--- src/dte_pkg.sv ---
`timescale 1ns / 1ps
// Package for the digest text encoder: format codes, character helpers and
// the group type passed from the encoder to the output serialiser.
// No dependencies.
package dte_pkg;

  localparam int unsigned ModeW   = 3;
  localparam int unsigned CharW   = 8;
  localparam int unsigned MaxChars = 4;
  localparam int unsigned CountW  = 3;
  localparam int unsigned AddrW   = 3;
  localparam int unsigned DataW   = 32;

  localparam logic [ModeW-1:0] MODE_HEX_LOWER = 3'd0;
  localparam logic [ModeW-1:0] MODE_HEX_UPPER = 3'd1;
  localparam logic [ModeW-1:0] MODE_B64_PAD   = 3'd2;
  localparam logic [ModeW-1:0] MODE_B64_URL   = 3'd3;
  localparam logic [ModeW-1:0] MODE_RAW       = 3'd4;

  localparam logic            REG_FORMAT_MODE = 1'b0;

  localparam logic [CharW-1:0] PAD_CHAR = 8'h3D;

  typedef struct packed {
    logic [MaxChars-1:0][CharW-1:0] chars;
    logic [CountW-1:0]              count;
    logic                           last;
  } dte_group_t;

  function automatic logic [CharW-1:0] hex_char(input logic [3:0] nib, input logic upper);
    logic [CharW-1:0] res;
    if (nib < 4'd10) begin
      res = 8'h30 + {4'h0, nib};
    end else begin
      res = (upper ? 8'h41 : 8'h61) + {4'h0, nib} - 8'd10;
    end
    return res;
  endfunction

  function automatic logic [CharW-1:0] b64_char(input logic [5:0] v, input logic url);
    logic [CharW-1:0] res;
    if (v < 6'd26) begin
      res = 8'h41 + {2'b00, v};
    end else if (v < 6'd52) begin
      res = 8'h61 + {2'b00, v} - 8'd26;
    end else if (v < 6'd62) begin
      res = 8'h30 + {2'b00, v} - 8'd52;
    end else if (v == 6'd62) begin
      res = url ? 8'h2D : 8'h2B;
    end else begin
      res = url ? 8'h5F : 8'h2F;
    end
    return res;
  endfunction

endpackage

--- src/dte_encode.sv ---
`timescale 1ns / 1ps
// Encoder stage: turns one input byte into a group of up to four characters
// and keeps the partial base64 group. Depends on dte_pkg.
module dte_encode
  import dte_pkg::*;
(
  input  logic             clk_i,
  input  logic             rst_ni,
  input  logic [ModeW-1:0] mode_i,
  input  logic             clear_i,
  input  logic             fire_i,
  input  logic [7:0]       byte_i,
  input  logic             last_i,
  output dte_group_t       group_o
);

  logic [15:0] held_bytes_q, held_bytes_d;
  logic [1:0]  held_count_q, held_count_d;
  logic [1:0]  cnt;
  logic [23:0] grp;
  logic        is_b64;
  logic        url;
  logic        pad;

  assign is_b64 = (mode_i == MODE_B64_PAD) || (mode_i == MODE_B64_URL);
  assign url    = (mode_i == MODE_B64_URL);
  assign pad    = (mode_i == MODE_B64_PAD);
  assign cnt    = (held_count_q == 2'd3) ? 2'd0 : held_count_q;

  always_comb begin
    case (cnt)
      2'd2:    grp = {held_bytes_q, byte_i};
      2'd1:    grp = {held_bytes_q[15:8], byte_i, 8'h00};
      default: grp = {byte_i, 16'h0000};
    endcase
  end

  always_comb begin
    group_o.chars = '0;
    group_o.count = '0;
    group_o.last  = last_i;
    held_bytes_d  = held_bytes_q;
    held_count_d  = held_count_q;
    case (mode_i)
      MODE_HEX_LOWER, MODE_HEX_UPPER: begin
        group_o.chars[0] = hex_char(byte_i[7:4], mode_i == MODE_HEX_UPPER);
        group_o.chars[1] = hex_char(byte_i[3:0], mode_i == MODE_HEX_UPPER);
        group_o.count    = 3'd2;
      end
      MODE_B64_PAD, MODE_B64_URL: begin
        group_o.chars[0] = b64_char(grp[23:18], url);
        group_o.chars[1] = b64_char(grp[17:12], url);
        group_o.chars[2] = b64_char(grp[11:6], url);
        group_o.chars[3] = b64_char(grp[5:0], url);
        if (cnt == 2'd2) begin
          group_o.count = 3'd4;
          held_bytes_d  = '0;
          held_count_d  = '0;
        end else if (!last_i) begin
          group_o.count = 3'd0;
          held_bytes_d  = (cnt == 2'd0) ? {byte_i, 8'h00} : {held_bytes_q[15:8], byte_i};
          held_count_d  = cnt + 2'd1;
        end else begin
          if (cnt == 2'd0) begin
            group_o.chars[2] = PAD_CHAR;
          end
          group_o.chars[3] = PAD_CHAR;
          group_o.count    = pad ? 3'd4 : {1'b0, cnt} + 3'd2;
          held_bytes_d     = '0;
          held_count_d     = '0;
        end
      end
      default: begin
        group_o.chars[0] = byte_i;
        group_o.count    = 3'd1;
      end
    endcase
  end

  always_ff @(posedge clk_i or negedge rst_ni) begin
    if (!rst_ni) begin
      held_bytes_q <= '0;
      held_count_q <= '0;
    end else if (clear_i) begin
      held_bytes_q <= '0;
      held_count_q <= '0;
    end else if (fire_i && is_b64) begin
      held_bytes_q <= held_bytes_d;
      held_count_q <= held_count_d;
    end
  end

  assert property (@(posedge clk_i) disable iff (!rst_ni) held_count_q != 2'd3)
    else $error("partial group count out of range");

  assert property (@(posedge clk_i) disable iff (!rst_ni)
    (fire_i && is_b64 && !clear_i && last_i) |=> held_count_q == 2'd0)
    else $error("partial group kept after the final byte");

  assert property (@(posedge clk_i) disable iff (!rst_ni)
    clear_i |=> (held_count_q == 2'd0 && held_bytes_q == 16'h0000))
    else $error("partial group not dropped on a mode write");

endmodule

--- src/dte_serial.sv ---
`timescale 1ns / 1ps
// Output serialiser: holds one encoded group in the result register and
// hands out one character per cycle while ready_i is high. Depends on dte_pkg.
module dte_serial
  import dte_pkg::*;
(
  input  logic             clk_i,
  input  logic             rst_ni,
  input  logic             load_i,
  input  dte_group_t       group_i,
  output logic             can_load_o,
  output logic             valid_o,
  input  logic             ready_i,
  output logic [CharW-1:0] char_o,
  output logic             last_o
);

  logic [MaxChars-1:0][CharW-1:0] chars_q;
  logic [CountW-1:0]              rem_q;
  logic [1:0]                     idx_q;
  logic                           last_q;
  logic                           out_fire;

  assign valid_o    = (rem_q != '0);
  assign out_fire   = valid_o && ready_i;
  assign can_load_o = (rem_q == '0) || ((rem_q == 3'd1) && ready_i);
  assign char_o     = chars_q[idx_q];
  assign last_o     = last_q && (rem_q == 3'd1);

  always_ff @(posedge clk_i or negedge rst_ni) begin
    if (!rst_ni) begin
      rem_q  <= '0;
      idx_q  <= '0;
      last_q <= 1'b0;
    end else if (load_i) begin
      rem_q  <= group_i.count;
      idx_q  <= '0;
      last_q <= group_i.last;
    end else if (out_fire) begin
      rem_q <= rem_q - 3'd1;
      idx_q <= idx_q + 2'd1;
    end
  end

  always_ff @(posedge clk_i) begin
    if (load_i) begin
      chars_q <= group_i.chars;
    end
  end

  assert property (@(posedge clk_i) disable iff (!rst_ni) rem_q <= 3'd4)
    else $error("character count above group size");

  assert property (@(posedge clk_i) disable iff (!rst_ni)
    ({1'b0, rem_q} + {2'b00, idx_q}) <= 4'd4)
    else $error("character index runs past the group");

  assert property (@(posedge clk_i) disable iff (!rst_ni)
    load_i |-> ((rem_q == 3'd0) || (rem_q == 3'd1 && out_fire)))
    else $error("group loaded over undelivered characters");

endmodule

--- src/digest_text_encoder.sv ---
`timescale 1ns / 1ps
// Top level of the digest text encoder: APB format register, encoder stage
// and output serialiser. Depends on dte_pkg, dte_encode and dte_serial.
//
//  Channel   Direction  Payload
//  s_axis    in         tdata = in_byte[7:0], tlast = in_last
//  m_axis    out        tdata = out_char[7:0], tlast = out_last
//  apb       in/out     register 0 at byte address 0: format_mode[2:0]
//
// One character leaves per cycle while m_axis_tready is high, set by the
// single output register. A byte that only fills a base64 group still
// waits for the previous group to drain, and it leaves a gap in the output
// on top of the four characters. A byte is taken in the cycle the last
// character of the previous group leaves, so bytes flow back to back.
// Reset clears the mode and any partial base64 group. A stalled output
// holds the pending group and the input.
module digest_text_encoder
  import dte_pkg::*;
(
  input  logic             clk_i,
  input  logic             rst_ni,
  input  logic             s_axis_tvalid,
  output logic             s_axis_tready,
  input  logic [7:0]       s_axis_tdata,   // in_byte[7:0]
  input  logic             s_axis_tlast,
  output logic             m_axis_tvalid,
  input  logic             m_axis_tready,
  output logic [CharW-1:0] m_axis_tdata,   // out_char[7:0]
  output logic             m_axis_tlast,
  input  logic             psel,
  input  logic             penable,
  input  logic             pwrite,
  input  logic [AddrW-1:0] paddr,
  input  logic [DataW-1:0] pwdata,
  output logic [DataW-1:0] prdata,
  output logic             pready
);

  logic [ModeW-1:0] mode_q;
  logic             cfg_wr;
  logic             can_load;
  logic             in_fire;
  dte_group_t       group;

  assign pready = 1'b1;
  assign cfg_wr = psel && penable && pwrite && (paddr[2] == REG_FORMAT_MODE);
  assign prdata = (paddr[2] == REG_FORMAT_MODE) ? {{(DataW-ModeW){1'b0}}, mode_q} : '0;

  always_ff @(posedge clk_i or negedge rst_ni) begin
    if (!rst_ni) begin
      mode_q <= MODE_HEX_LOWER;
    end else if (cfg_wr) begin
      mode_q <= pwdata[ModeW-1:0];
    end
  end

  assign s_axis_tready = can_load;
  assign in_fire       = s_axis_tvalid && can_load;

  dte_encode u_encode (
    .clk_i   (clk_i),
    .rst_ni  (rst_ni),
    .mode_i  (mode_q),
    .clear_i (cfg_wr),
    .fire_i  (in_fire),
    .byte_i  (s_axis_tdata),
    .last_i  (s_axis_tlast),
    .group_o (group)
  );

  dte_serial u_serial (
    .clk_i      (clk_i),
    .rst_ni     (rst_ni),
    .load_i     (in_fire),
    .group_i    (group),
    .can_load_o (can_load),
    .valid_o    (m_axis_tvalid),
    .ready_i    (m_axis_tready),
    .char_o     (m_axis_tdata),
    .last_o     (m_axis_tlast)
  );

endmodule

--- config.mk ---
export PLATFORM = sky130hd
export DESIGN_NAME = digest_text_encoder
export DESIGN_NICKNAME = d
export VERILOG_FILES = /design/src/dte_pkg.sv /design/src/dte_encode.sv /design/src/dte_serial.sv /design/src/digest_text_encoder.sv
export SDC_FILE = /design/constraint.sdc
export NUM_CORES = 1
export LEC_CHECK = 0
export ABC_AREA = 1
export ABC_CLOCK_PERIOD_IN_PS = 3700
export BUFFER_PORTS_ARGS = -buffer_cell sky130_fd_sc_hd__buf_4
export CORE_MARGIN = 1
export CORE_UTILIZATION = 40
export CTS_CLUSTER_DIAMETER = 30
export DETAILED_ROUTE_END_ITERATION = 12
export SYNTH_ARGS = -nofsm -noshare
export SYNTH_HDL_FRONTEND = slang
export SYNTH_SLANG_ARGS = --single-unit
--- constraint.sdc ---
create_clock -name clk_i -period 3.7 [get_ports clk_i]
set_input_delay 0.37 -clock clk_i [delete_from_list [all_inputs] [get_ports clk_i]]
set_output_delay 0.37 -clock clk_i [all_outputs]
set_load 0.01 [all_outputs]
==> impl_metrics.env, run 1 <==
export IMPL_clk_transition_reported_paths_ns=0.06
export IMPL_worst_slew_margin_rel=0.542
export IMPL_worstSetupPathType="reg2reg"
export IMPL_layout_setup_ws_ns=0.436
export IMPL_postSynth_asyncResetShare=0.458
export IMPL_min_from="pwdata[2]"
export IMPL_drt_pass1_iterations=5
export IMPL_cap_viol_max_count=0
export IMPL_hold_path_end="mode_q[2]"
export IMPL_min_path_type="in2reg"
export IMPL_wl_met2_mm=7.04
export IMPL_synth_cell_area_sq_um=5880
export IMPL_worstPathBufferInverterCount=6
export IMPL_timing_hold_worst_path_depth=3
export IMPL_rsz_0062_raised_after_global_routing="false"
export IMPL_via_count_of_the_first_global_routing_pass=4901
export IMPL_multi_input_area_sq_um=3530
export IMPL_post_place_ws_ns=0.475
export IMPL_final_fill_count=1476
export IMPL_place_area_sq_um=6180
export IMPL_groute_usage_overall=0.223
export IMPL_post_synth_main_area_contributors="edfxtp_1, dfrtp_1, nand2_1"
export IMPL_core_area_sq_um=14100
export IMPL_first_iter_violations=402
export IMPL_syn_avg_cell_area_sq_um=7.14
export IMPL_p_leak_uw=0.00313
export IMPL_routed_top_layer="met4"
export IMPL_postSynthCellCount=823
export IMPL_worst_r2r_cell_count=15
export IMPL_clock_skew_ns=0.00774
export IMPL_power_per_cell_area_nw_per_um2=785
export IMPL_finalWorstPathRequiredPeriod_ns=3.26
export IMPL_synth_main_ff_cell="edfxtp_1"
export IMPL_placement_rows=43
export IMPL_number_of_clock_buffers_inserted_by_tritoncts=9
export IMPL_worst_setup_start_kind="register"
export IMPL_portBuffers=33
export IMPL_fraction_of_the_cycle_the_final_worst_path_needs=0.882
export IMPL_route_layer_met1_wl_mm=7.84
export IMPL_grt_overflow_total=0
export IMPL_area_sequential_sq_um=1640
export IMPL_post_synth_top_area_cell="edfxtp_1"
export IMPL_yosysTopAreaCellShare=0.163
export IMPL_critPathSlowestCell="ha_1"
export IMPL_routed_vias=5378
export IMPL_postRouteAntennaNets=0
export IMPL_stdcell_area_sq_um=6520
export IMPL_synth_yosys_warnings=0
export IMPL_die_y_um=123
export IMPL_worstPathRequired_ns=3.79
export IMPL_totalNegativeSetupSlack_ns=0
export IMPL_met3_length_um=836
export IMPL_drc=0
export IMPL_clk_root_buffer_cell="clkbuf_16"
export IMPL_critical_path_max_fanout=11
export IMPL_synth_cell_type_count=55
export IMPL_number_of_enable_type_register_cells_in_the_synthesized_netlist=32
export IMPL_num_io_pins=95
export IMPL_slew_viol_final=0
export IMPL_crit_path_frequent_cell="inv_1"
export IMPL_layout_core_utilization=0.462
export IMPL_worstPathCellList="inv_1, ha_1, buf_4, nor2_8, nand2_2, inv_1, ha_1, nand2_1, inv_1, nand2_1, inv_1, o311ai_0, nand3_1, nand2_1, inv_1"
export IMPL_wl_mm=16.0
export IMPL_ctsResizeCount=0
export IMPL_crit_path_max_incr_delay_ns=0.64
export IMPL_area_growth_pct=10.8
export IMPL_initial_utilization=0.417
export IMPL_sinks_on_the_clock_net=59
export IMPL_antenna_found_initial=0
export IMPL_crit_arrival_ns=3.35
export IMPL_htree_num_levels=3
export IMPL_drive_gt1_frac=0.163
export IMPL_timing_hold_violations_final=0
export IMPL_crit_reg2reg_launch="u_encode.held_count_q[0]"
export IMPL_worst_path_dominant_cell_family="adder cells"
export IMPL_clock_insertion_delay_worst_skew_ns=0.33
export IMPL_floorplan_die_area_sq_um=15200
export IMPL_vdd_ir_drop_max_mv=0.496
export IMPL_cell_with_the_most_instances_after_synthesis="nand2_1"
export IMPL_portion_of_the_post_synthesis_area_used_by_sequential_elements=0.278
export IMPL_timing_final_setup_violations=0
export IMPL_status="completed"
export IMPL_regToRegSetupSlack_ns=0.44
export IMPL_die_width_um=123
export IMPL_nature_of_the_critical_path_endpoint="register"
export IMPL_drt_vias_per_instance=5.15
export IMPL_cts_buffer_depth=2
export IMPL_final_nets=950
export IMPL_cts_tree="done"
export IMPL_synth_common_cells="nand2_1, inv_1, o21ai_0"
export IMPL_antenna_cells=0
export IMPL_r2r_end="u_serial.chars_q[27]"
export IMPL_max_clock_freq_ghz=0.306
export IMPL_grt_first_pass_wirelength_mm=25.8
export IMPL_grt_start_max_net_pins=40
export IMPL_dp_hpwl_mm=12.3
export IMPL_place_congestion=0.938
export IMPL_timing_worst_slew_pin_value_ns=0.687
export IMPL_ys_ff_latch=59
export IMPL_detail_route_wl_per_cell_um=15.3
sequential cells by signal, summed over array words and instances, names as in the netlist:
register and count:
u_serial.chars_q 32, u_encode.held_bytes_q 16, mode_q 3, u_serial.rem_q 3
u_encode.held_count_q 2, u_serial.idx_q 2, u_serial.last_q 1
power breakdown:
part / switching [uW] / internal [uW] / leakage, uW
Sequential: 129 / 943 / 0.000655
Clock: 319 / 595 / 0.000160
Combinational: 2100 / 1030 / 0.00231
Total: 2550 / 2560 / 0.00313
metal layers:
metal  up-vias  global-route usage
met1      2469               0.326
met3        17              0.0327
li1       2731                   -
met4         0              0.0535
met2       161               0.343
met5         -                   0
cell usage in the layout, fill, tap and decap left out, types with 5 or more instances in the layout:
master,n
inv_1,107
a31oi_1,5
edfxtp_1,32
o21ai_1,10
nor2_4,6
clkbuf_16,9
nand3_1,56
nand4_1,5
conb_1,30
o21ai_0,73
ha_1,40
buf_4,42
o22ai_1,21
dfrtp_1,27
inv_2,13
nor3_1,8
a21oi_1,44
nand2_2,18
xor2_1,8
nor2_1,65
nand3_2,6
nand2_1,164
nand2_4,14
nor2_2,9
area by class of cell:
class,count,share of cell area
Clock buffer,9,0.0346
Clock inverter,7,0.0154
Inverter,123,0.0720
Multi-Input combinational cell,623,0.542
Sequential cell,59,0.251
Tap cell,180,0.0346
Timing Repair Buffer,43,0.0499
cell families (layout without fill, tap and decap cells):
group                    Yosys count  count (layout)  share of synthesized area
flip-flops                        59              59                      0.278
other                              2              30                    0.00128
adder cells (fa/ha/maj)           40              40                     0.0851
buffers and inverters            169             182                      0.139
AND/OR/NAND/NOR                  362             362                      0.301
XOR/XNOR                          12              12                     0.0179
AO/OA/AOI/OAI                    179             179                      0.177
what timing repair did:
item                      CTS  global route
setup buffers               0             0
hold buffers                1             0
hold endpoints to repair   27             0
per-stage QoR:
step	instances	total power (uW)	hold WS, ns
3_5_place_dp	1027	4210	0.317
4_1_cts	1044	5130	0.248
5_1_grt	1044	5570	0.277
2_1_floorplan	851	3520	0.0744
3_3_place_gp	1027	4190	0.315
6_report	1044	5110	0.248
worst max-delay path by stage:
stage,slack (ns),to,depth (start not counted),start
final,0.44,u_serial.chars_q[27],15,u_encode.held_count_q[0]
after global routing,0.14,u_serial.chars_q[27],15,u_encode.held_count_q[0]
after CTS,0.44,u_serial.chars_q[27],15,u_encode.held_count_q[0]
after detailed placement,0.48,u_serial.chars_q[27],15,u_encode.held_count_q[0]
after global placement,0.50,u_serial.chars_q[27],15,u_encode.held_count_q[0]
after floorplan,0.98,u_encode.held_bytes_q[10],11,u_serial.rem_q[0]
worst register-to-register path: stages (launching register included):
cell and delay [ns]:
dfrtp_1 0.38, inv_1 0.08, ha_1 0.64, buf_4 0.29
nor2_8 0.07, nand2_2 0.11, inv_1 0.09, ha_1 0.27
nand2_1 0.12, inv_1 0.06, nand2_1 0.16, inv_1 0.11
o311ai_0 0.40, nand3_1 0.12, nand2_1 0.08, inv_1 0.03
No activity file was read; power rests on OpenSTA's default activity.
==> run 2, diff against run 1 <==
CELL_PAD_IN_SITES_DETAIL_PLACEMENT = 0   (was not set)
CELL_PAD_IN_SITES_GLOBAL_PLACEMENT = 1   (was not set)
PLACE_DENSITY_LB_ADDON = 0.08   (was not set)
==> run 2 against run 1 <==
  * Clock power decreased by 2.6%
  * Total power rose by 0.78%
  * Global-route usage is 1.8 points higher
  * Critical path type unchanged
==> impl_metrics.env, run 2 (synthesized netlist as in run 1, its figures left out) <==
export IMPL_crit_arrival_ns=3.32
export IMPL_placement_rows=43
export IMPL_sinks_on_the_clock_net=59
export IMPL_wl_mm=17.2
export IMPL_worstPathCellList="inv_1, ha_1, inv_2, nor2_8, nand2_2, inv_1, ha_1, nand2_1, inv_1, nand2_1, nor3_1, inv_1, nand2_1, nand2_1, nand2_1, a21oi_1, a21oi_1"
export IMPL_p_leak_uw=0.00312
export IMPL_drc=0
export IMPL_detail_route_wl_per_cell_um=16.5
export IMPL_worst_slew_margin_rel=0.562
export IMPL_leading_cell_types_in_the_layout_fill_and_taps_excluded="nand2_1, inv_1, o21ai_0"
export IMPL_worst_setup_start_kind="register"
export IMPL_cap_viol_max_count=0
export IMPL_drive_gt1_frac=0.162
export IMPL_rsz_0062_raised_after_global_routing="false"
export IMPL_worst_path_dominant_cell_family="simple AND/OR/NAND/NOR gates"
export IMPL_clock_insertion_delay_worst_skew_ns=0.33
export IMPL_initial_utilization=0.417
export IMPL_via_count_of_the_first_global_routing_pass=5073
export IMPL_core_area_sq_um=14100
export IMPL_cp_startpoint="u_encode.held_count_q[0]"
export IMPL_worstSetupPathType="reg2reg"
export IMPL_nature_of_the_critical_path_endpoint="register"
export IMPL_crit_path_frequent_cell="nand2_1"
export IMPL_die_width_um=123
export IMPL_number_of_clock_buffers_inserted_by_tritoncts=9
export IMPL_grt_start_max_net_pins=38
export IMPL_most_common_library_cell_in_the_layout_ignoring_fill_and_taps="nand2_1"
export IMPL_register_ranked_first_by_flip_flop_count="u_serial.chars_q"
export IMPL_postRouteAntennaNets=0
export IMPL_cts_buffer_depth=2
export IMPL_timing_critical_path_depth=17
export IMPL_clk_root_buffer_cell="clkbuf_16"
export IMPL_timing_worst_slew_pin_value_ns=0.656
export IMPL_floorplan_die_area_sq_um=15200
export IMPL_final_nets=950
export IMPL_dp_hpwl_mm=13.3
export IMPL_cts_tree="done"
export IMPL_groute_usage_overall=0.241
export IMPL_post_cts_setup_buffer_count=0
export IMPL_layout_setup_ws_ns=0.533
export IMPL_timing_hold_violations_final=0
export IMPL_antenna_found_initial=0
export IMPL_layout_top_registers="u_serial.chars_q: 32 flops, u_encode.held_bytes_q: 16 flops"
export IMPL_critical_path_max_fanout=10
export IMPL_htree_num_levels=3
export IMPL_fraction_of_the_cycle_the_final_worst_path_needs=0.856
export IMPL_antenna_cells=0
export IMPL_worstPathBufferInverterCount=5
export IMPL_grt_overflow_total=0
export IMPL_timing_hold_worst_path_depth=3
export IMPL_vdd_ir_drop_max_mv=0.711
export IMPL_clk_transition_reported_paths_ns=0.05
export IMPL_slew_viol_final=0
export IMPL_area_growth_pct=10.7
export IMPL_routed_vias=5456
export IMPL_min_from="pwdata[2]"
export IMPL_critPathSlowestCell="ha_1"
export IMPL_drt_pass1_iterations=5
export IMPL_timing_final_setup_violations=0
export IMPL_totalNegativeSetupSlack_ns=0
export IMPL_post_place_ws_ns=0.563
export IMPL_max_clock_freq_ghz=0.316
export IMPL_crit_path_max_incr_delay_ns=0.52
export IMPL_status="completed"
export IMPL_largest_register_ff_count=32
export IMPL_clock_skew_ns=0.00640
export IMPL_power_per_cell_area_nw_per_um2=792
export IMPL_finalWorstPathRequiredPeriod_ns=3.17
export IMPL_place_congestion=0.865
export IMPL_first_iter_violations=394
export IMPL_worstPathRequired_ns=3.86
export IMPL_die_y_um=123
export IMPL_min_path_type="in2reg"
export IMPL_portBuffers=33
export IMPL_crit_reg2reg_launch="u_encode.held_count_q[0]"
export IMPL_num_io_pins=95
export IMPL_grt_first_pass_wirelength_mm=27.5
export IMPL_worst_r2r_cell_count=17
export IMPL_drt_vias_per_instance=5.23
-- run 2: repair_timing --
item / in CTS / in global routing
hold buffers: 1 / 0
gates resized for setup: 0 / 0
hold endpoints to repair: 27 / 0
-- run 2: final timing paths --
check                                                 to  slack (ns)
worst max-delay path                u_serial.chars_q[28]        0.53
worst min-delay path                           mode_q[2]        0.26
worst max register to register      u_serial.chars_q[28]        0.53
worst min register to register  u_encode.held_bytes_q[0]        0.50
max in group asynchronous              u_serial.rem_q[1]        2.88
min in group asynchronous                      mode_q[2]        0.52
-- run 2: metrics by stage --
step                hold WS (ns)  cell area, sq um  power [uW]   util  instances
floorplan                 0.0744              5980        3520      -        851
global placement           0.322              6180        4220  0.438       1027
detailed placement         0.326              6180        4270  0.438       1027
CTS                        0.249              6510        5170  0.462       1044
global route               0.277              6510        5610  0.462       1044
finish                     0.259              6510        5150  0.462       1044
-- run 2: worst reg2reg max path: cells and delay by family (launching register included) --
family          cells  cell delay, ns
buf+inv             5            0.64
fa+ha+maj           2            0.80
compound gates      2            0.23
flops               1            0.40
simple gates        8            0.95
-- run 2: area by class of cell --
type / instances / area (sq um)
flip-flops and latches: 59 / 1640
fillers: 1471 / 7590
repair buffers: 43 / 325
multi-input cells: 623 / 3530
inverters: 123 / 469
clock buffers: 10 / 229
well taps: 180 / 225
clock inverters: 6 / 88.8
-- run 2: where the power goes --
part | internal [uW] | switching [uW] | leakage (uW)
clock network | 590 | 300 | 0.000149
registers | 944 | 134 | 0.000655
logic | 1030 | 2160 | 0.00231
total | 2560 | 2590 | 0.00312
-- run 2: metal layers --
metal  global-route usage  share of wire
met4               0.0452         0.0076
met5                    0              0
met3               0.0364          0.040
met2                0.409           0.48
met1                0.326           0.47
==> run 3, diff against run 2 <==
CELL_PAD_IN_SITES_DETAIL_PLACEMENT = not set   (was 0)
CELL_PAD_IN_SITES_GLOBAL_PLACEMENT = not set   (was 1)
SYNTH_HIERARCHICAL = 1   (was not set)
==> run 3 against run 2 <==
  * Clock skew grew 0.0028 ns
  * Worst setup slack better by 0.15 ns
  * Critical endpoint is now u_serial/chars_q[20]
  * Register-to-register slack improved by 0.15 ns
  * Synthesized cell count down 4.6%
  * Sequential share of layout area grew 1.2 points
  * Count of clock-buffer cells in the layout rose by 1
  * Largest cell class unchanged
  * Wire length shrank 8.1%
  * Critical path type unchanged
  * Synthesized area shrank 4.0%
  * Non-clock buffer count shrank 4
  * Hold slack better by 0.024 ns
  * Die area fell by 3.9%
  * Total power fell by 11%
==> impl_metrics.env, run 3 <==
export IMPL_comb_power_share=0.560
export IMPL_p_switching_uw=2170
export IMPL_grt_start_max_net_pins=41
export IMPL_number_of_enable_type_register_cells_in_the_synthesized_netlist=32
export IMPL_dp_hpwl_mm=12.1
export IMPL_placement_rows=43
export IMPL_wl_mm=15.8
export IMPL_sinks_on_the_clock_net=59
export IMPL_yosysTopAreaCellShare=0.170
export IMPL_post_synth_top_area_cell="edfxtp_1"
export IMPL_min_path_type="in2reg"
export IMPL_area_growth_pct=10.2
export IMPL_ys_ff_latch=59
export IMPL_vdd_ir_drop_max_mv=0.396
export IMPL_num_io_pins=95
export IMPL_clock_skew_ns=0.00922
export IMPL_antenna_found_initial=0
export IMPL_critPathSlowestCell="inv_2"
export IMPL_cap_viol_max_count=0
export IMPL_synth_cell_type_count=52
export IMPL_register_ranked_first_by_flip_flop_count="u_serial/chars_q"
export IMPL_p_leak_uw=0.00307
export IMPL_place_congestion=0.905
export IMPL_worst_hold_slack_ns=0.283
export IMPL_postRouteAntennaNets=0
export IMPL_fraction_of_the_cycle_the_final_worst_path_needs=0.815
export IMPL_timing_hold_violations_final=0
export IMPL_cell_with_the_most_instances_after_synthesis="nand2_1"
export IMPL_cts_buffer_depth=2
export IMPL_p_sw_frac=0.473
export IMPL_hold_buffers=1
export IMPL_status="completed"
export IMPL_worst_setup_start_kind="register"
export IMPL_clock_insertion_delay_worst_skew_ns=0.33
export IMPL_intPower_uw=2410
export IMPL_number_of_clock_buffers_inserted_by_tritoncts=9
export IMPL_clk_transition_reported_paths_ns=0.05
export IMPL_worst_slew_margin_rel=0.561
export IMPL_via_count_of_the_first_global_routing_pass=4892
export IMPL_crit_path_max_incr_delay_ns=0.38
export IMPL_routed_vias=5250
export IMPL_drc=0
export IMPL_synth_main_ff_cell="edfxtp_1"
export IMPL_initial_utilization=0.408
export IMPL_synth_cell_area_sq_um=5650
export IMPL_die_y_um=121
export IMPL_cts_tree="done"
export IMPL_grt_first_pass_wirelength_mm=25.3
export IMPL_crit_path_frequent_cell="inv_1"
export IMPL_worst_path_dominant_cell_family="simple AND/OR/NAND/NOR gates"
export IMPL_groute_usage_overall=0.225
export IMPL_worstPathCellList="inv_1, ha_1, inv_2, nand2_2, inv_1, ha_1, inv_1, nor2_1, inv_1, nor2_2, nand2_1, nand3_1, nand2_1, nand2_1, a21oi_1"
export IMPL_timing_worst_slew_pin_value_ns=0.658
export IMPL_slew_viol_final=0
export IMPL_antenna_cells=0
export IMPL_detail_route_wl_per_cell_um=15.8
export IMPL_clk_root_buffer_cell="clkbuf_16"
export IMPL_portBuffers=33
export IMPL_leading_cell_types_in_the_layout_fill_and_taps_excluded="nand2_1, inv_1, nand3_1"
export IMPL_grt_overflow_total=0
export IMPL_finalWorstPathRequiredPeriod_ns=3.01
export IMPL_worstSetupPathType="reg2reg"
export IMPL_ctsResizeCount=0
export IMPL_critical_path_max_fanout=13
export IMPL_power_per_cell_area_nw_per_um2=735
export IMPL_postSynth_asyncResetShare=0.458
export IMPL_layout_top_registers="u_serial/chars_q: 32 flops, u_encode/held_bytes_q: 16 flops"
export IMPL_crit_arrival_ns=3.07
export IMPL_worstPathBufferInverterCount=5
export IMPL_power_frac_seq=0.242
export IMPL_rsz_0062_raised_after_global_routing="false"
export IMPL_postSynthCellCount=785
export IMPL_drt_pass1_iterations=5
export IMPL_most_common_library_cell_in_the_layout_ignoring_fill_and_taps="nand2_1"
export IMPL_portion_of_the_post_synthesis_area_used_by_sequential_elements=0.290
export IMPL_synth_common_cells="nand2_1, inv_1, nand3_1"
export IMPL_max_clock_freq_ghz=0.332
export IMPL_die_width_um=121
export IMPL_final_nets=894
export IMPL_core_area_sq_um=13800
export IMPL_post_synth_main_area_contributors="edfxtp_1, nand2_1, dfrtp_1"
export IMPL_htree_num_levels=3
export IMPL_timing_final_setup_violations=0
export IMPL_post_cts_setup_buffer_count=0
export IMPL_totalNegativeSetupSlack_ns=0
export IMPL_largest_register_ff_count=32
export IMPL_floorplan_die_area_sq_um=14600
export IMPL_drt_vias_per_instance=5.24
export IMPL_syn_avg_cell_area_sq_um=7.19
export IMPL_worstPathRequired_ns=3.76
export IMPL_drive_gt1_frac=0.182
export IMPL_first_iter_violations=585
export IMPL_synth_yosys_warnings=6
export IMPL_power_share_clock=0.198
export IMPL_nature_of_the_critical_path_endpoint="register"
==> run 3: cell count changes after synthesis, moves of 5 or more <==
cell and change:
o21ai_0 -21, a21oi_1 -17, nand2_1 +17, inv_1 -16
ha_1 -14, nand3_1 +14, nor2_1 -9, clkbuf_1 -6
buf_6 +5
==> run 3: logic make-up (layout without fill, tap and decap cells) <==
family / after synthesis / after routing / share of synthesized area
AOI/OAI and AO/OA: 146 / 146 / 0.163
xor gates and xnor gates: 10 / 10 / 0.0155
adders and majority gates: 26 / 26 / 0.0576
buffers and inverters: 156 / 165 / 0.141
DFF: 59 / 59 / 0.290
other: 2 / 30 / 0.00133
and+or+nand+nor: 386 / 386 / 0.332
==> run 3: cell type report <==
class | instances | area [sq um]
inverters | 110 | 427
fillers | 1427 | 7600
well taps | 180 | 225
clock buffers | 11 | 243
clock inverters | 5 | 77.6
flip-flops and latches | 59 | 1640
repair buffers | 39 | 295
multi-input cells | 598 | 3320
==> run 3: worst register-to-register path, stage by stage, from the launching register on <==
cell,delay (ns)
dfrtp_1,0.37
inv_1,0.09
ha_1,0.34
inv_2,0.38
nand2_2,0.17
inv_1,0.16
ha_1,0.22
inv_1,0.07
nor2_1,0.24
inv_1,0.11
nor2_2,0.20
nand2_1,0.12
nand3_1,0.11
nand2_1,0.05
nand2_1,0.06
a21oi_1,0.06
==> run 3: per-stage QoR <==
stage	total power, uW	util	setup WS [ns]	cells	area (sq um)
final	4580	0.450	0.686	1002	6220
after global routing	4940	0.450	0.407	1002	6220
after CTS	4580	0.450	0.700	1002	6220
after detailed placement	3660	0.426	0.709	985	5890
after global placement	3640	0.426	0.787	985	5890
after floorplan	3100	-	0.913	813	5750
==> run 3: path summary, 6_finish.rpt <==
path                                           from  cells after the start  slack (ns)                        to
max                        u_encode/held_count_q[0]                     15        0.69      u_serial/chars_q[20]
min                                       pwdata[0]                      3        0.28                 mode_q[0]
max reg2reg                u_encode/held_count_q[0]                     15        0.69      u_serial/chars_q[20]
min reg2reg                u_encode/held_bytes_q[2]                      2        0.52  u_encode/held_bytes_q[2]
max in group asynchronous                    rst_ni                      2        2.88  u_encode/held_bytes_q[9]
min in group asynchronous                    rst_ni                      2        0.51         u_serial/rem_q[1]
==> run 3: per-layer routing <==
metal | routed length [um] | GRT usage | vias up
met1 | 7030 | 0.306 | 2419
met4 | 420 | 0.0756 | 0
met5 | 0 | 0 | -
li1 | - | - | 2596
met2 | 7310 | 0.364 | 206
met3 | 1060 | 0.0344 | 29
==> run 3: power groups by stage <==
stage	combinational [uW]	sequential, uW	clock (uW)
2_1_floorplan	2070	1040	0
3_3_place_gp	2530	1110	0
3_5_place_dp	2550	1120	0
4_1_cts	2560	1110	920
5_1_grt	2860	1130	948
6_report	2560	1110	906
